## src/sv/assert_macros.svh

```systemverilog
// ----------------------------------------------------------------------------
// assert_macros.svh
// Shared concurrent assertion macros for the blit core.
// ----------------------------------------------------------------------------
`ifndef ASSERT_MACROS_SVH
`define ASSERT_MACROS_SVH

// same-cycle implication, disabled during reset
`define ASSERT_IMPLIES(label, clk, rst, ante, cons) \
   label: assert property (@(posedge clk) disable iff (rst) (ante) |-> (cons)) \
      else $error("assertion failed: implication");

// next-cycle implication, disabled during reset
`define ASSERT_NEXT(label, clk, rst, ante, cons) \
   label: assert property (@(posedge clk) disable iff (rst) (ante) |=> (cons)) \
      else $error("assertion failed: next-cycle implication");

`endif

```

## src/sv/ckb_pkg.sv

```systemverilog
// ----------------------------------------------------------------------------
// ckb_pkg
// Types, register codes and reset values for the color-key blit core.
// ----------------------------------------------------------------------------
package ckb_pkg;

   localparam int CSR_INDEX_W = 3;
   localparam int CSR_DATA_W  = 10;
   localparam int POS_W       = 8;
   localparam int PIX_W       = 8;
   localparam int VIEW_W      = 10;
   localparam int COORD_W     = 12;
   localparam int ADDR_W      = 20;
   localparam int COUNT_W     = 16;

   // register indexes
   typedef enum logic [CSR_INDEX_W-1:0] {
      CSR_DEST_X       = 3'd0,
      CSR_DEST_Y       = 3'd1,
      CSR_FRAME_WIDTH  = 3'd2,
      CSR_FRAME_HEIGHT = 3'd3,
      CSR_FLIP         = 3'd4,
      CSR_KEY_COLOR    = 3'd5,
      CSR_VIEW_WIDTH   = 3'd6,
      CSR_VIEW_HEIGHT  = 3'd7
   } csr_index_type;

   // reset values
   localparam logic signed [9:0]  RST_DEST_X       = 10'sd0;
   localparam logic signed [9:0]  RST_DEST_Y       = 10'sd20;
   localparam logic [7:0]         RST_FRAME_WIDTH  = 8'd72;
   localparam logic [7:0]         RST_FRAME_HEIGHT = 8'd71;
   localparam logic               RST_FLIP         = 1'b0;
   localparam logic [7:0]         RST_KEY_COLOR    = 8'd10;
   localparam logic [VIEW_W-1:0]  RST_VIEW_WIDTH   = 10'd224;
   localparam logic [VIEW_W-1:0]  RST_VIEW_HEIGHT  = 10'd136;

   // configuration as seen by the datapath
   typedef struct packed {
      logic signed [9:0]  dest_x;
      logic signed [9:0]  dest_y;
      logic [POS_W-1:0]   frame_width;
      logic [POS_W-1:0]   frame_height;
      logic               flip;
      logic [PIX_W-1:0]   key_color;
      logic [VIEW_W-1:0]  view_width;
      logic [VIEW_W-1:0]  view_height;
   } cfg_type;

   // input-stage beat: pixel and its source position
   typedef struct packed {
      logic [PIX_W-1:0]   pixel;
      logic [POS_W-1:0]   column_pos;
      logic [POS_W-1:0]   row_pos;
      logic               frame_end;
   } stage_type;

   // saturating increment
   function automatic logic [COUNT_W-1:0] sat_inc(input logic [COUNT_W-1:0] c);
      sat_inc = (c == {COUNT_W{1'b1}}) ? c : c + {{(COUNT_W-1){1'b0}}, 1'b1};
   endfunction

endpackage

```

## src/sv/color_key_clip_mirror_blit_core.sv

```systemverilog
// An accepted pixel is held in the input register, then in the result register.
// Throughput: one pixel per cycle; input register and result register form
// a two-beat pipeline that stalls only when the result side holds off.
// Reset: synchronous, active high; clears position and counters and loads
// the register defaults.
// ----------------------------------------------------------------------------
// color_key_clip_mirror_blit_core
// Color-key transparent blit with viewport clipping and horizontal mirror.
// ----------------------------------------------------------------------------
`include "assert_macros.svh"

module color_key_clip_mirror_blit_core
   import ckb_pkg::*;
(
   input  logic                   clock,
   input  logic                   reset,
   // configuration
   input  logic                   csr_wr_en,
   input  logic [CSR_INDEX_W-1:0] csr_index,
   input  logic [CSR_DATA_W-1:0]  csr_wdata,
   // source pixels
   input  logic                   req_valid,
   output logic                   req_ready,
   input  logic [PIX_W-1:0]       req_pixel,
   // results
   output logic                   rsp_valid,
   input  logic                   rsp_ready,
   output logic                   rsp_write_enable,
   output logic [ADDR_W-1:0]      rsp_dest_addr,
   output logic [PIX_W-1:0]       rsp_pixel_out,
   output logic                   rsp_clipped,
   output logic                   rsp_transparent,
   output logic                   rsp_rejected,
   output logic                   rsp_frame_last,
   output logic [COUNT_W-1:0]     rsp_copied_count,
   output logic [COUNT_W-1:0]     rsp_transparent_count,
   output logic [COUNT_W-1:0]     rsp_clipped_count
);

   cfg_type    cfg;
   stage_type  stage;
   logic       stage_valid;
   logic       stage_take;
   logic       req_accept;
   logic [3:0] rsp_outcome;
   logic       rsp_payload_zero;

   // pipeline flow control
   assign stage_take = stage_valid && (!rsp_valid || rsp_ready);
   assign req_ready  = !stage_valid || stage_take;
   assign req_accept = req_valid && req_ready;

   ckb_csr u_csr (
      .clock     (clock),
      .reset     (reset),
      .csr_wr_en (csr_wr_en),
      .csr_index (csr_index),
      .csr_wdata (csr_wdata),
      .cfg       (cfg)
   );

   ckb_scan u_scan (
      .clock       (clock),
      .reset       (reset),
      .cfg         (cfg),
      .req_accept  (req_accept),
      .req_pixel   (req_pixel),
      .stage_take  (stage_take),
      .stage_valid (stage_valid),
      .stage       (stage)
   );

   ckb_blit u_blit (
      .clock                 (clock),
      .reset                 (reset),
      .cfg                   (cfg),
      .stage                 (stage),
      .stage_take            (stage_take),
      .rsp_ready             (rsp_ready),
      .rsp_valid             (rsp_valid),
      .rsp_write_enable      (rsp_write_enable),
      .rsp_dest_addr         (rsp_dest_addr),
      .rsp_pixel_out         (rsp_pixel_out),
      .rsp_clipped           (rsp_clipped),
      .rsp_transparent       (rsp_transparent),
      .rsp_rejected          (rsp_rejected),
      .rsp_frame_last        (rsp_frame_last),
      .rsp_copied_count      (rsp_copied_count),
      .rsp_transparent_count (rsp_transparent_count),
      .rsp_clipped_count     (rsp_clipped_count)
   );

   // outcome flags and idle payload seen by the checks below
   assign rsp_outcome      = {rsp_write_enable, rsp_clipped, rsp_transparent, rsp_rejected};
   assign rsp_payload_zero = (rsp_dest_addr == '0) && (rsp_pixel_out == '0);

   // exactly one outcome per result beat
   `ASSERT_IMPLIES(a_one_outcome, clock, reset, rsp_valid, $onehot(rsp_outcome))
   // no address or pixel unless written
   `ASSERT_IMPLIES(a_idle_payload, clock, reset, rsp_valid && !rsp_write_enable, rsp_payload_zero)
   // a clipped pixel is already counted
   `ASSERT_IMPLIES(a_clip_counted, clock, reset, rsp_valid && rsp_clipped, rsp_clipped_count != '0)
   // a pixel in the input register moves on whenever the result side is free
   `ASSERT_NEXT(a_stage_drains, clock, reset, stage_valid && !rsp_valid && !req_valid, rsp_valid)

endmodule

```

## src/sv/ckb_csr.sv

```systemverilog
// ----------------------------------------------------------------------------
// ckb_csr
// Configuration register file, written through a plain write port.
// ----------------------------------------------------------------------------
module ckb_csr
   import ckb_pkg::*;
(
   input  logic                   clock,
   input  logic                   reset,
   input  logic                   csr_wr_en,
   input  logic [CSR_INDEX_W-1:0] csr_index,
   input  logic [CSR_DATA_W-1:0]  csr_wdata,
   output cfg_type                cfg
);

   cfg_type cfg_ff;
   cfg_type cfg_in;

   // register decode
   always_comb begin
      cfg_in = cfg_ff;
      if (csr_wr_en) begin
         unique case (csr_index_type'(csr_index))
            CSR_DEST_X:       cfg_in.dest_x       = csr_wdata;
            CSR_DEST_Y:       cfg_in.dest_y       = csr_wdata;
            CSR_FRAME_WIDTH:  cfg_in.frame_width  = csr_wdata[POS_W-1:0];
            CSR_FRAME_HEIGHT: cfg_in.frame_height = csr_wdata[POS_W-1:0];
            CSR_FLIP:         cfg_in.flip         = csr_wdata[0];
            CSR_KEY_COLOR:    cfg_in.key_color    = csr_wdata[PIX_W-1:0];
            CSR_VIEW_WIDTH:   cfg_in.view_width   = csr_wdata[VIEW_W-1:0];
            CSR_VIEW_HEIGHT:  cfg_in.view_height  = csr_wdata[VIEW_W-1:0];
            default:          cfg_in = cfg_ff;
         endcase
      end
   end

   always_ff @(posedge clock) begin
      if (reset) begin
         cfg_ff.dest_x       <= RST_DEST_X;
         cfg_ff.dest_y       <= RST_DEST_Y;
         cfg_ff.frame_width  <= RST_FRAME_WIDTH;
         cfg_ff.frame_height <= RST_FRAME_HEIGHT;
         cfg_ff.flip         <= RST_FLIP;
         cfg_ff.key_color    <= RST_KEY_COLOR;
         cfg_ff.view_width   <= RST_VIEW_WIDTH;
         cfg_ff.view_height  <= RST_VIEW_HEIGHT;
      end else begin
         cfg_ff <= cfg_in;
      end
   end

   assign cfg = cfg_ff;

endmodule

```

## src/sv/ckb_scan.sv

```systemverilog
// ----------------------------------------------------------------------------
// ckb_scan
// Input register and source position tracker (column, row, frame end).
// ----------------------------------------------------------------------------
module ckb_scan
   import ckb_pkg::*;
(
   input  logic             clock,
   input  logic             reset,
   input  cfg_type          cfg,
   input  logic             req_accept,
   input  logic [PIX_W-1:0] req_pixel,
   input  logic             stage_take,
   output logic             stage_valid,
   output stage_type        stage
);

   logic             stage_valid_ff, stage_valid_in;
   stage_type        stage_ff, stage_in;
   logic [POS_W-1:0] column_pos_ff, column_pos_in;
   logic [POS_W-1:0] row_pos_ff, row_pos_in;
   logic [POS_W-1:0] last_col;
   logic [POS_W-1:0] last_row;
   logic             row_end;
   logic             frame_end;

   // a size of zero wraps to 255 and acts as 256
   assign last_col  = cfg.frame_width - {{(POS_W-1){1'b0}}, 1'b1};
   assign last_row  = cfg.frame_height - {{(POS_W-1){1'b0}}, 1'b1};
   assign row_end   = column_pos_ff >= last_col;
   assign frame_end = row_end && (row_pos_ff >= last_row);

   // position advance per accepted beat
   always_comb begin
      column_pos_in = column_pos_ff;
      row_pos_in    = row_pos_ff;
      if (req_accept) begin
         if (frame_end) begin
            column_pos_in = '0;
            row_pos_in    = '0;
         end else if (row_end) begin
            column_pos_in = '0;
            row_pos_in    = row_pos_ff + {{(POS_W-1){1'b0}}, 1'b1};
         end else begin
            column_pos_in = column_pos_ff + {{(POS_W-1){1'b0}}, 1'b1};
         end
      end
   end

   // input register
   always_comb begin
      stage_in = stage_ff;
      if (req_accept) begin
         stage_in.pixel      = req_pixel;
         stage_in.column_pos = column_pos_ff;
         stage_in.row_pos    = row_pos_ff;
         stage_in.frame_end  = frame_end;
      end
      stage_valid_in = req_accept ? 1'b1 : (stage_take ? 1'b0 : stage_valid_ff);
   end

   always_ff @(posedge clock) begin
      if (reset) begin
         stage_valid_ff <= 1'b0;
         column_pos_ff  <= '0;
         row_pos_ff     <= '0;
      end else begin
         stage_valid_ff <= stage_valid_in;
         column_pos_ff  <= column_pos_in;
         row_pos_ff     <= row_pos_in;
      end
      stage_ff <= stage_in;
   end

   assign stage_valid = stage_valid_ff;
   assign stage       = stage_ff;

endmodule

```

## src/sv/ckb_blit.sv

```systemverilog
// ----------------------------------------------------------------------------
// ckb_blit
// Placement, clip and key test, address generation, frame counters and the
// result register.
// ----------------------------------------------------------------------------
module ckb_blit
   import ckb_pkg::*;
(
   input  logic               clock,
   input  logic               reset,
   input  cfg_type            cfg,
   input  stage_type          stage,
   input  logic               stage_take,
   input  logic               rsp_ready,
   output logic               rsp_valid,
   output logic               rsp_write_enable,
   output logic [ADDR_W-1:0]  rsp_dest_addr,
   output logic [PIX_W-1:0]   rsp_pixel_out,
   output logic               rsp_clipped,
   output logic               rsp_transparent,
   output logic               rsp_rejected,
   output logic               rsp_frame_last,
   output logic [COUNT_W-1:0] rsp_copied_count,
   output logic [COUNT_W-1:0] rsp_transparent_count,
   output logic [COUNT_W-1:0] rsp_clipped_count
);

   logic                      rsp_valid_ff, rsp_valid_in;
   logic                      we_ff, we_in;
   logic [ADDR_W-1:0]         addr_ff, addr_in;
   logic [PIX_W-1:0]          pout_ff, pout_in;
   logic                      clip_ff, clip_in;
   logic                      transp_ff, transp_in;
   logic                      rej_ff, rej_in;
   logic                      last_ff, last_in;
   logic [COUNT_W-1:0]        copied_out_ff, copied_out_in;
   logic [COUNT_W-1:0]        transp_out_ff, transp_out_in;
   logic [COUNT_W-1:0]        clip_out_ff, clip_out_in;
   logic [COUNT_W-1:0]        copied_total_ff, copied_total_in;
   logic [COUNT_W-1:0]        transp_total_ff, transp_total_in;
   logic [COUNT_W-1:0]        clip_total_ff, clip_total_in;

   logic [POS_W-1:0]          last_col;
   logic signed [COORD_W-1:0] col_off;
   logic signed [COORD_W-1:0] dx;
   logic signed [COORD_W-1:0] dy;
   logic signed [COORD_W-1:0] vw_s;
   logic signed [COORD_W-1:0] vh_s;
   logic                      view_zero;
   logic                      outside;
   logic                      key_hit;
   logic [ADDR_W-1:0]         row_base;

   // destination coordinates, column mirrored when flip is set
   assign last_col = cfg.frame_width - {{(POS_W-1){1'b0}}, 1'b1};
   assign col_off  = cfg.flip
                   ? $signed({{(COORD_W-POS_W){1'b0}}, last_col})
                     - $signed({{(COORD_W-POS_W){1'b0}}, stage.column_pos})
                   : $signed({{(COORD_W-POS_W){1'b0}}, stage.column_pos});
   assign dx = {{(COORD_W-10){cfg.dest_x[9]}}, cfg.dest_x} + col_off;
   assign dy = {{(COORD_W-10){cfg.dest_y[9]}}, cfg.dest_y}
             + $signed({{(COORD_W-POS_W){1'b0}}, stage.row_pos});

   // viewport tests
   assign vw_s      = $signed({{(COORD_W-VIEW_W){1'b0}}, cfg.view_width});
   assign vh_s      = $signed({{(COORD_W-VIEW_W){1'b0}}, cfg.view_height});
   assign view_zero = (cfg.view_width == '0) || (cfg.view_height == '0);
   assign outside   = dx[COORD_W-1] || (dx >= vw_s) || dy[COORD_W-1] || (dy >= vh_s);
   assign key_hit   = stage.pixel == cfg.key_color;

   // row times width; dy is in range whenever the address is used
   assign row_base = ADDR_W'(dy[VIEW_W-1:0]) * ADDR_W'(cfg.view_width);

   // classification and counter update
   always_comb begin
      we_in           = 1'b0;
      addr_in         = '0;
      pout_in         = '0;
      clip_in         = 1'b0;
      transp_in       = 1'b0;
      rej_in          = 1'b0;
      copied_out_in   = copied_total_ff;
      transp_out_in   = transp_total_ff;
      clip_out_in     = clip_total_ff;
      if (view_zero) begin
         rej_in = 1'b1;
      end else if (outside) begin
         clip_in     = 1'b1;
         clip_out_in = sat_inc(clip_total_ff);
      end else if (key_hit) begin
         transp_in     = 1'b1;
         transp_out_in = sat_inc(transp_total_ff);
      end else begin
         we_in         = 1'b1;
         pout_in       = stage.pixel;
         addr_in       = row_base + ADDR_W'(dx[VIEW_W-1:0]);
         copied_out_in = sat_inc(copied_total_ff);
      end
      last_in = stage.frame_end;
   end

   // running totals clear after the last pixel of the frame
   always_comb begin
      copied_total_in = copied_total_ff;
      transp_total_in = transp_total_ff;
      clip_total_in   = clip_total_ff;
      if (stage_take) begin
         copied_total_in = stage.frame_end ? '0 : copied_out_in;
         transp_total_in = stage.frame_end ? '0 : transp_out_in;
         clip_total_in   = stage.frame_end ? '0 : clip_out_in;
      end
      rsp_valid_in = stage_take ? 1'b1 : (rsp_ready ? 1'b0 : rsp_valid_ff);
   end

   // control state
   always_ff @(posedge clock) begin
      if (reset) begin
         rsp_valid_ff    <= 1'b0;
         copied_total_ff <= '0;
         transp_total_ff <= '0;
         clip_total_ff   <= '0;
      end else begin
         rsp_valid_ff    <= rsp_valid_in;
         copied_total_ff <= copied_total_in;
         transp_total_ff <= transp_total_in;
         clip_total_ff   <= clip_total_in;
      end
   end

   // result register
   always_ff @(posedge clock) begin
      if (stage_take) begin
         we_ff         <= we_in;
         addr_ff       <= addr_in;
         pout_ff       <= pout_in;
         clip_ff       <= clip_in;
         transp_ff     <= transp_in;
         rej_ff        <= rej_in;
         last_ff       <= last_in;
         copied_out_ff <= copied_out_in;
         transp_out_ff <= transp_out_in;
         clip_out_ff   <= clip_out_in;
      end
   end

   assign rsp_valid             = rsp_valid_ff;
   assign rsp_write_enable      = we_ff;
   assign rsp_dest_addr         = addr_ff;
   assign rsp_pixel_out         = pout_ff;
   assign rsp_clipped           = clip_ff;
   assign rsp_transparent       = transp_ff;
   assign rsp_rejected          = rej_ff;
   assign rsp_frame_last        = last_ff;
   assign rsp_copied_count      = copied_out_ff;
   assign rsp_transparent_count = transp_out_ff;
   assign rsp_clipped_count     = clip_out_ff;

endmodule
```

## config.mk

```make
export PLATFORM = sky130hd
export DESIGN_NAME = color_key_clip_mirror_blit_core
export DESIGN_NICKNAME = d
export VERILOG_FILES = /design/src/sv/ckb_pkg.sv /design/src/sv/color_key_clip_mirror_blit_core.sv /design/src/sv/ckb_csr.sv /design/src/sv/ckb_scan.sv /design/src/sv/ckb_blit.sv
export VERILOG_INCLUDE_DIRS = /design/src /design/src/sv
export SDC_FILE = /design/constraint.sdc
export NUM_CORES = 1
export LEC_CHECK = 0
export BUFFER_PORTS_ARGS = -buffer_cell sky130_fd_sc_hd__buf_2
export CORE_MARGIN = 4
export CORE_UTILIZATION = 40
export DETAILED_ROUTE_END_ITERATION = 12
export GPL_TIMING_DRIVEN = 1
export SYNTH_ARGS = -nofsm -noshare
export SYNTH_HDL_FRONTEND = slang
export SYNTH_SLANG_ARGS = --single-unit
```

## constraint.sdc

```tcl
create_clock -name clock -period 6.6 [get_ports clock]
set_clock_uncertainty 0.15 [all_clocks]
set_input_delay 0.33 -clock clock [delete_from_list [all_inputs] [get_ports clock]]
set_output_delay 0.33 -clock clock [all_outputs]
set_load 0.01 [all_outputs]
```

* After elaboration in Yosys (flattened, before gate mapping)
Index checks and enable logic that the tools add are counted.
** Storage, ports and cells
- RAM bits :: 0
- Latch bits :: 0
- Memories :: 0
- Input bits :: 26
- Bits in registers :: 237
- Bits in read-only memories :: 0
** Operators by class
- Muxes and demuxes :: 27
- $mul :: 1
- Add/subtract/negate cells :: 11
- Shift operators :: 0
- Bitwise logic cells :: 0
- Equality and inequality tests :: 11
- Reductions and logical operators :: 28
- Divide/modulo/power cells :: 0
- Order comparisons :: 4
** Operator list (count)
- two-way mux 16 bit :: 14
- adder 16 x 1 -> 16 bit (second input constant) :: 3
- equality test 16 bit (second input constant) :: 3
- two-way mux 8 bit :: 4
- >= comparator 12 x 11 -> 1 bit :: 2
- adder 20 x 10 -> 20 bit :: 1
- logical NOT 10 bit :: 2
- multiplier 10 x 10 -> 20 bit :: 1
- AND reduction 2 bit :: 9
- adder 8 x 1 -> 8 bit (second input constant) :: 2
- >= comparator 8 bit :: 2
- subtractor 8 x 1 -> 8 bit (second input constant) :: 2
- adder 12 bit :: 1
- equality test 3 bit (second input constant) :: 4
- two-way mux 12 bit :: 1
- adder 10 x 9 -> 11 bit :: 1
- subtractor 8 x 8 -> 9 bit :: 1
- equality test 8 bit :: 1
- two-way mux 1 bit :: 8
- equality test 3 x 2 -> 1 bit (second input constant) :: 2
- logical OR 1 bit :: 6
- nonzero test 2 bit :: 3
- equality test 3 x 1 -> 1 bit (second input constant) :: 1
- logical AND 1 bit :: 3
- 4 further kinds :: 5

* Longest topological paths before layout
- Depth in word-level cells :: 11
- Depth in mapped cells :: 32
- Gate-level depth less buffers :: 32

* Modules after synthesis
Synthesis repeated with hierarchy kept, for this count alone.
** Unflattened totals
- Cells, all modules :: 1686
- Area total of the unflattened synthesis :: 16246.8 um^2
** Modules (own cells, without submodules)
- ckb_blit :: area each 11471.0 um^2, seq. area each 3413.3 um^2, times used 1, cells each 1247
- ckb_csr :: area each 2637.5 um^2, seq. area each 1301.2 um^2, times used 1, cells each 246
- ckb_scan :: area each 2100.8 um^2, seq. area each 1091.0 um^2, times used 1, cells each 189
- color_key_clip_mirror_blit_core :: area each 37.5 um^2, seq. area each 0.0 um^2, times used 1, cells each 4

* Worst setup path before layout
Ideal clock, no wire load.
- Path type :: register to register
- Start :: register u_scan.stage_ff, in the netlist u_scan.stage[2]
- End :: register u_blit.addr_ff[19], in the netlist u_blit.rsp_dest_addr[19], data pin
- Library setup time :: 0.268 ns
- Arrival time :: 6.544 ns
- Slack :: -0.362 ns
- Buffers on the path :: 1
- Cell stages (with the launch flop) :: 28
- Clock period less this slack :: 6.962 ns
- Path through :: edfxtp_1 ha_1 a21o_1 a21oi_1 o21bai_1 a31o_2 a21oi_1 xnor2_1 clkbuf_1 nand2_1 fa_1 inv_1 fa_1 inv_1 fa_1 inv_1 fa_1 inv_1 fa_1 inv_1 ha_1 or3_1 or2_2 o221ai_1 a31oi_1 o211a_1 o21ai_0 a311oi_1
** On the way
- Word-level cells in the longest chain between the ends :: 4
** RTL lines
- start, declared :: RTL line ckb_scan.sv:19 : stage_type stage_ff, stage_in;
- start signal, assigned :: RTL line ckb_scan.sv:72 : stage_ff <= stage_in;
- adder 10 x 9 -> 11 bit (*) :: RTL line ckb_blit.sv:62 : + $signed({{(COORD_W-POS_W){1'b0}}, stage.row_pos});
- parallel branches: the longest is 3 deep, another holds multiplier 10 x 10 -> 20 bit
- end signal, assigned :: RTL line ckb_blit.sv:134 : addr_ff <= addr_in;
- end, declared :: RTL line ckb_blit.sv:30 : logic [ADDR_W-1:0] addr_ff, addr_in;
Mark *: on every way between the ends.
A chain may end at the register's enable or synchronous reset.

* Worst setup path after layout
- Start :: register u_csr.cfg_ff, in the netlist u_csr.cfg[37]
- End :: register u_blit.addr_ff[17], in the netlist u_blit.rsp_dest_addr[17], data pin
** On the way
- Word-level cells in the longest chain between the ends :: 9
** RTL lines
- start, declared :: RTL line ckb_csr.sv:16 : cfg_type cfg_ff;
- start signal, assigned :: RTL line ckb_csr.sv:48 : cfg_ff <= cfg_in;
- subtractor 8 x 1 -> 8 bit (*) :: RTL line ckb_blit.sv:55 : assign last_col = cfg.frame_width - {{(POS_W-1){1'b0}}, 1'b1};
- subtractor 8 x 8 -> 9 bit (*) :: RTL line ckb_blit.sv:58 : - $signed({{(COORD_W-POS_W){1'b0}}, stage.column_pos})
- two-way mux 12 bit (*) :: RTL line ckb_blit.sv:57 : ? $signed({{(COORD_W-POS_W){1'b0}}, last_col})
- adder 12 bit (*) :: RTL line ckb_blit.sv:60 : assign dx = {{(COORD_W-10){cfg.dest_x[9]}}, cfg.dest_x} + col_off;
- >= comparator 12 x 11 -> 1 bit :: RTL line ckb_blit.sv:68 : assign outside = dx[COORD_W-1] || (dx >= vw_s) || dy[COORD_W-1] || (dy >= vh_s);
- logical OR 1 bit (3 in a row) :: RTL line ckb_blit.sv:68
- OR reduction 3 bit (no line)
Every way passes the cells marked *; elsewhere a longest branch is shown, timed or not.

==> impl_metrics.py <==
metrics = {
    "routing": {
        "wire_per_inst_um": 17.2,
        "drt_wl_total_um": 42800,
        "ant_nets": 0,
        "drt_iter0_markers": 955,
        "dr.pass1.iters": 5,
        "dr_total_vias": 13444,
        "viasPerCell": 5.38,
        "drcViolationCount": 0,
    },
    "setup_path": {
        "arrival_ns": 6.80,
        "ff2ff_path_depth": 30,
        "crit_start": "u_csr.cfg[37]",
        "worstPathRequired_ns": 6.86,
        "cpMostUsedCell": "fa_1",
        "crit_family": "adder cells",
        "startpoint_type": "register",
        "worstPathMaxFanout": 4,
        "cpPeakStageDelay_ns": 0.52,
        "rr_startpoint": "u_csr.cfg[37]",
        "cp_slowest_cell": "fa_1",
        "reg2reg_slack_ns": 0.06,
        "endpoint_kind": "register",
        "rr_endpoint": "u_blit.rsp_dest_addr[17]",
        "worst-path-buf-inv": 5,
        "criticalPathCategory": "reg2reg",
    },
    "synthesis": {
        "synth_cells": 1783,
        "synth_nets": 2012,
        "ys_seq_elements": 237,
        "ys.flop_type": "dfxtp_1",
        "synth-seq-area-share": 0.358,
        "ys_types": 80,
        "async_reset_ff_frac": 0,
        "synth_edf_count": 106,
        "syn_area_per_cell_um2": 9.08,
        "ys_warn_count": 0,
        "netlist_area_um2": 16200,
    },
    "clock_network": {
        "tritoncts": "done",
        "htreeDepth": 1,
        "clockRootBuffer": "clkbuf_16",
        "clkTransAtPathRegs_ns": 0.06,
        "clk-insertion-delay-late_ns": 0.58,
        "cts-buffers-inserted": 28,
        "cts.sinks": 237,
        "cts.path.max_buffers": 3,
    },
    "sta": {
        "hold_viol": 0,
        "setup_viol": 0,
        "fin_crit_ns": 6.54,
        "slew_viol_final": 0,
        "tightest_slew_ns": 1.20,
        "relSlewSlack": 0.199,
        "rsz0062_at_grt": "yes",
        "clock.fmax_ghz": 0.153,
        "finalCritPeriodShare": 0.992,
    },
    "global_routing": {
        "antenna_found_initial": 0,
        "track_usage": 0.188,
        "grt_pass1_vias": 13170,
        "grt_max_degree": 80,
        "grt_pass1_wl_um": 68800,
        "grt.overflow.total": 0,
    },
    "placement": {
        "place_area_um2": 17800,
        "hpwlAfterDp_um": 30900,
        "place.port_buffers": 108,
        "gp_congestion": 0.889,
    },
    "cells_and_area": {
        "fin_util": 0.488,
        "design_area_um2": 19500,
        "nNetsFinal": 2179,
        "layout.area.seq_um2": 5810,
        "multi_input_area_um2": 9940,
        "antenna_cells": 0,
        "fillers": 3733,
        "drive_gt1_frac": 0.182,
        "syn_to_final_growth_pct": 20.2,
    },
    "pwr": {
        "clockPowerShare": 0.346,
        "switching_share": 0.310,
        "combPwrFrac": 0.290,
        "max-vdd-ir-drop_mv": 0.178,
        "leakagePower_nw": 8.13,
        "internal-power_mw": 3.14,
        "switchingPower_mw": 1.41,
        "powerDensity_nw_per_um2": 234,
        "seq_power_share": 0.364,
    },
    "floorplan": {
        "ios": 109,
        "chipWidth_um": 209,
        "num_rows": 73,
        "die_y_um": 209,
        "die-area_um2": 43800,
        "coreArea_um2": 39900,
        "start_util": 0.406,
    },
    "worst_hold_path": {
        "hold_class": "in2reg",
        "min_to": "u_csr.cfg[36]",
        "whs_path_depth": 3,
        "min_from": "csr_wdata[7]",
    },
    "status": {
        "status": "completed",
    },
    "job": {
        "drv_cap": 0,
    },
}
-- power by group through the flow --
stage          registers (mW)  logic, mW  clock network (mW)
3_5_place_dp             1.69       1.17                   0
6_report                 1.66       1.32                1.58
2_1_floorplan            1.70      0.755                   0
5_1_grt                  1.67       1.48                1.68
4_1_cts                  1.66       1.20                1.61
3_3_place_gp             1.69       1.16                   0
-- state kept, by name, indices dropped and copies added (netlist names), 16 cells and up --
name                          count
u_blit.clip_total_ff             16
u_csr.cfg                        65
u_blit.rsp_dest_addr             20
u_blit.rsp_transparent_count     16
u_blit.copied_total_ff           16
u_blit.rsp_clipped_count         16
u_blit.transp_total_ff           16
u_blit.rsp_copied_count          16
u_scan.stage                     25
-- layer usage --
| metal | vias to the layer above | global-route usage | part of all wire |
|---|---|---|---|
| li1 | 6551 | - | - |
| met1 | 6500 | 0.259 | 0.45 |
| met2 | 328 | 0.315 | 0.48 |
| met3 | 65 | 0.0242 | 0.047 |
| met4 | 0 | 0.0511 | 0.026 |
| met5 | - | 0 | 0 |
-- layout make-up --
type,instances,share of cell area
timing repair buffer,224,0.0756
inverter,171,0.0330
clock buffer,44,0.0427
tap,525,0.0337
multi-input combinational,1288,0.510
sequential,237,0.298
clock inverter,8,0.00604
-- through the flow --
stage / total power [mW] / std cells / setup slack, ns / hold slack, ns / setup TNS (ns)
floorplan: 2.45 / 1783 / 0.000245 / 0.279 / 0
global placement: 2.85 / 2410 / -0.174 / 0.298 / -0.669
detailed placement: 2.86 / 2410 / -0.350 / 0.304 / -2.05
CTS: 4.47 / 2481 / 0.0104 / 0.00490 / 0
global route: 4.83 / 2497 / -0.232 / 0.0151 / -1.39
finish: 4.56 / 2497 / 0.0552 / 0.0212 / 0
-- worst max path at each step --
stage	to	slack (ns)	cells past startpoint
after global routing	u_blit.rsp_dest_addr[19]	-0.23	30
after CTS	u_blit.rsp_dest_addr[17]	0.01	30
after global placement	u_blit.rsp_dest_addr[19]	-0.17	30
after detailed placement	u_blit.rsp_dest_addr[17]	-0.35	30
final	u_blit.rsp_dest_addr[17]	0.06	30
after floorplan	u_blit.rsp_dest_addr[13]	0.0002	27
-- Yosys cell counts (all sizes together) (6+ instances only) --
master,instances,area [um2]
a21oi,82,414
mux2i,14,140
o311ai,10,87.6
a41oi,9,78.8
o31ai,6,58.8
nor2,97,364
nand4,27,169
o21a,11,82.6
and2,38,238
mux2,7,82.6
edfxtp,106,3180
nor2b,13,81.3
nand3b,9,67.6
fa,75,1500
nor3b,6,45.0
or2,6,37.5
nand2b,15,93.8
a31oi,19,119
nor4,19,131
o211ai,24,180
buf,22,105
a21o,17,128
nand3,65,330
xor2,31,272
inv,170,638
dfxtp,131,2620
nand2,268,1010
and3,36,225
a211oi,19,143
ha,128,1600
nor3,49,265
or3,13,81.3
o21ai,47,235
xnor2,56,490
clkbuf,65,245
-- placed cells by master (no fill, tap or decap), drive strengths merged, types with 49 or more instances in the layout --
cell type | Yosys | final
nor3 | 49 | 49
fa | 75 | 75
a21oi | 82 | 82
nand2 | 268 | 268
nor2 | 97 | 97
dfxtp | 131 | 131
buf | 22 | 206
ha | 128 | 128
inv | 170 | 169
xnor2 | 56 | 56
edfxtp | 106 | 106
nand3 | 65 | 65
-- cell families after synthesis --
logic type	synth area share
and+or+nand+nor	0.201
AOI/OAI and AO/OA	0.127
buffers and inverters	0.0613
DFF	0.358
adders and majority gates	0.192
xor gates and xnor gates	0.0470
muxes	0.0137
-- repair_timing --
item	CTS	global route
endpoints found under the setup margin	10	10
buffers inserted	1	16
endpoints found under the hold margin	28	0
hold buffers	18	0
gates resized for setup	28	71
pin swaps	26	39
-- worst min-delay path: stages --
cell and delay, ns:
buf_2 0.21, nand2_1 0.09, a21oi_1 0.05
(Power assumes the default switching activity.)
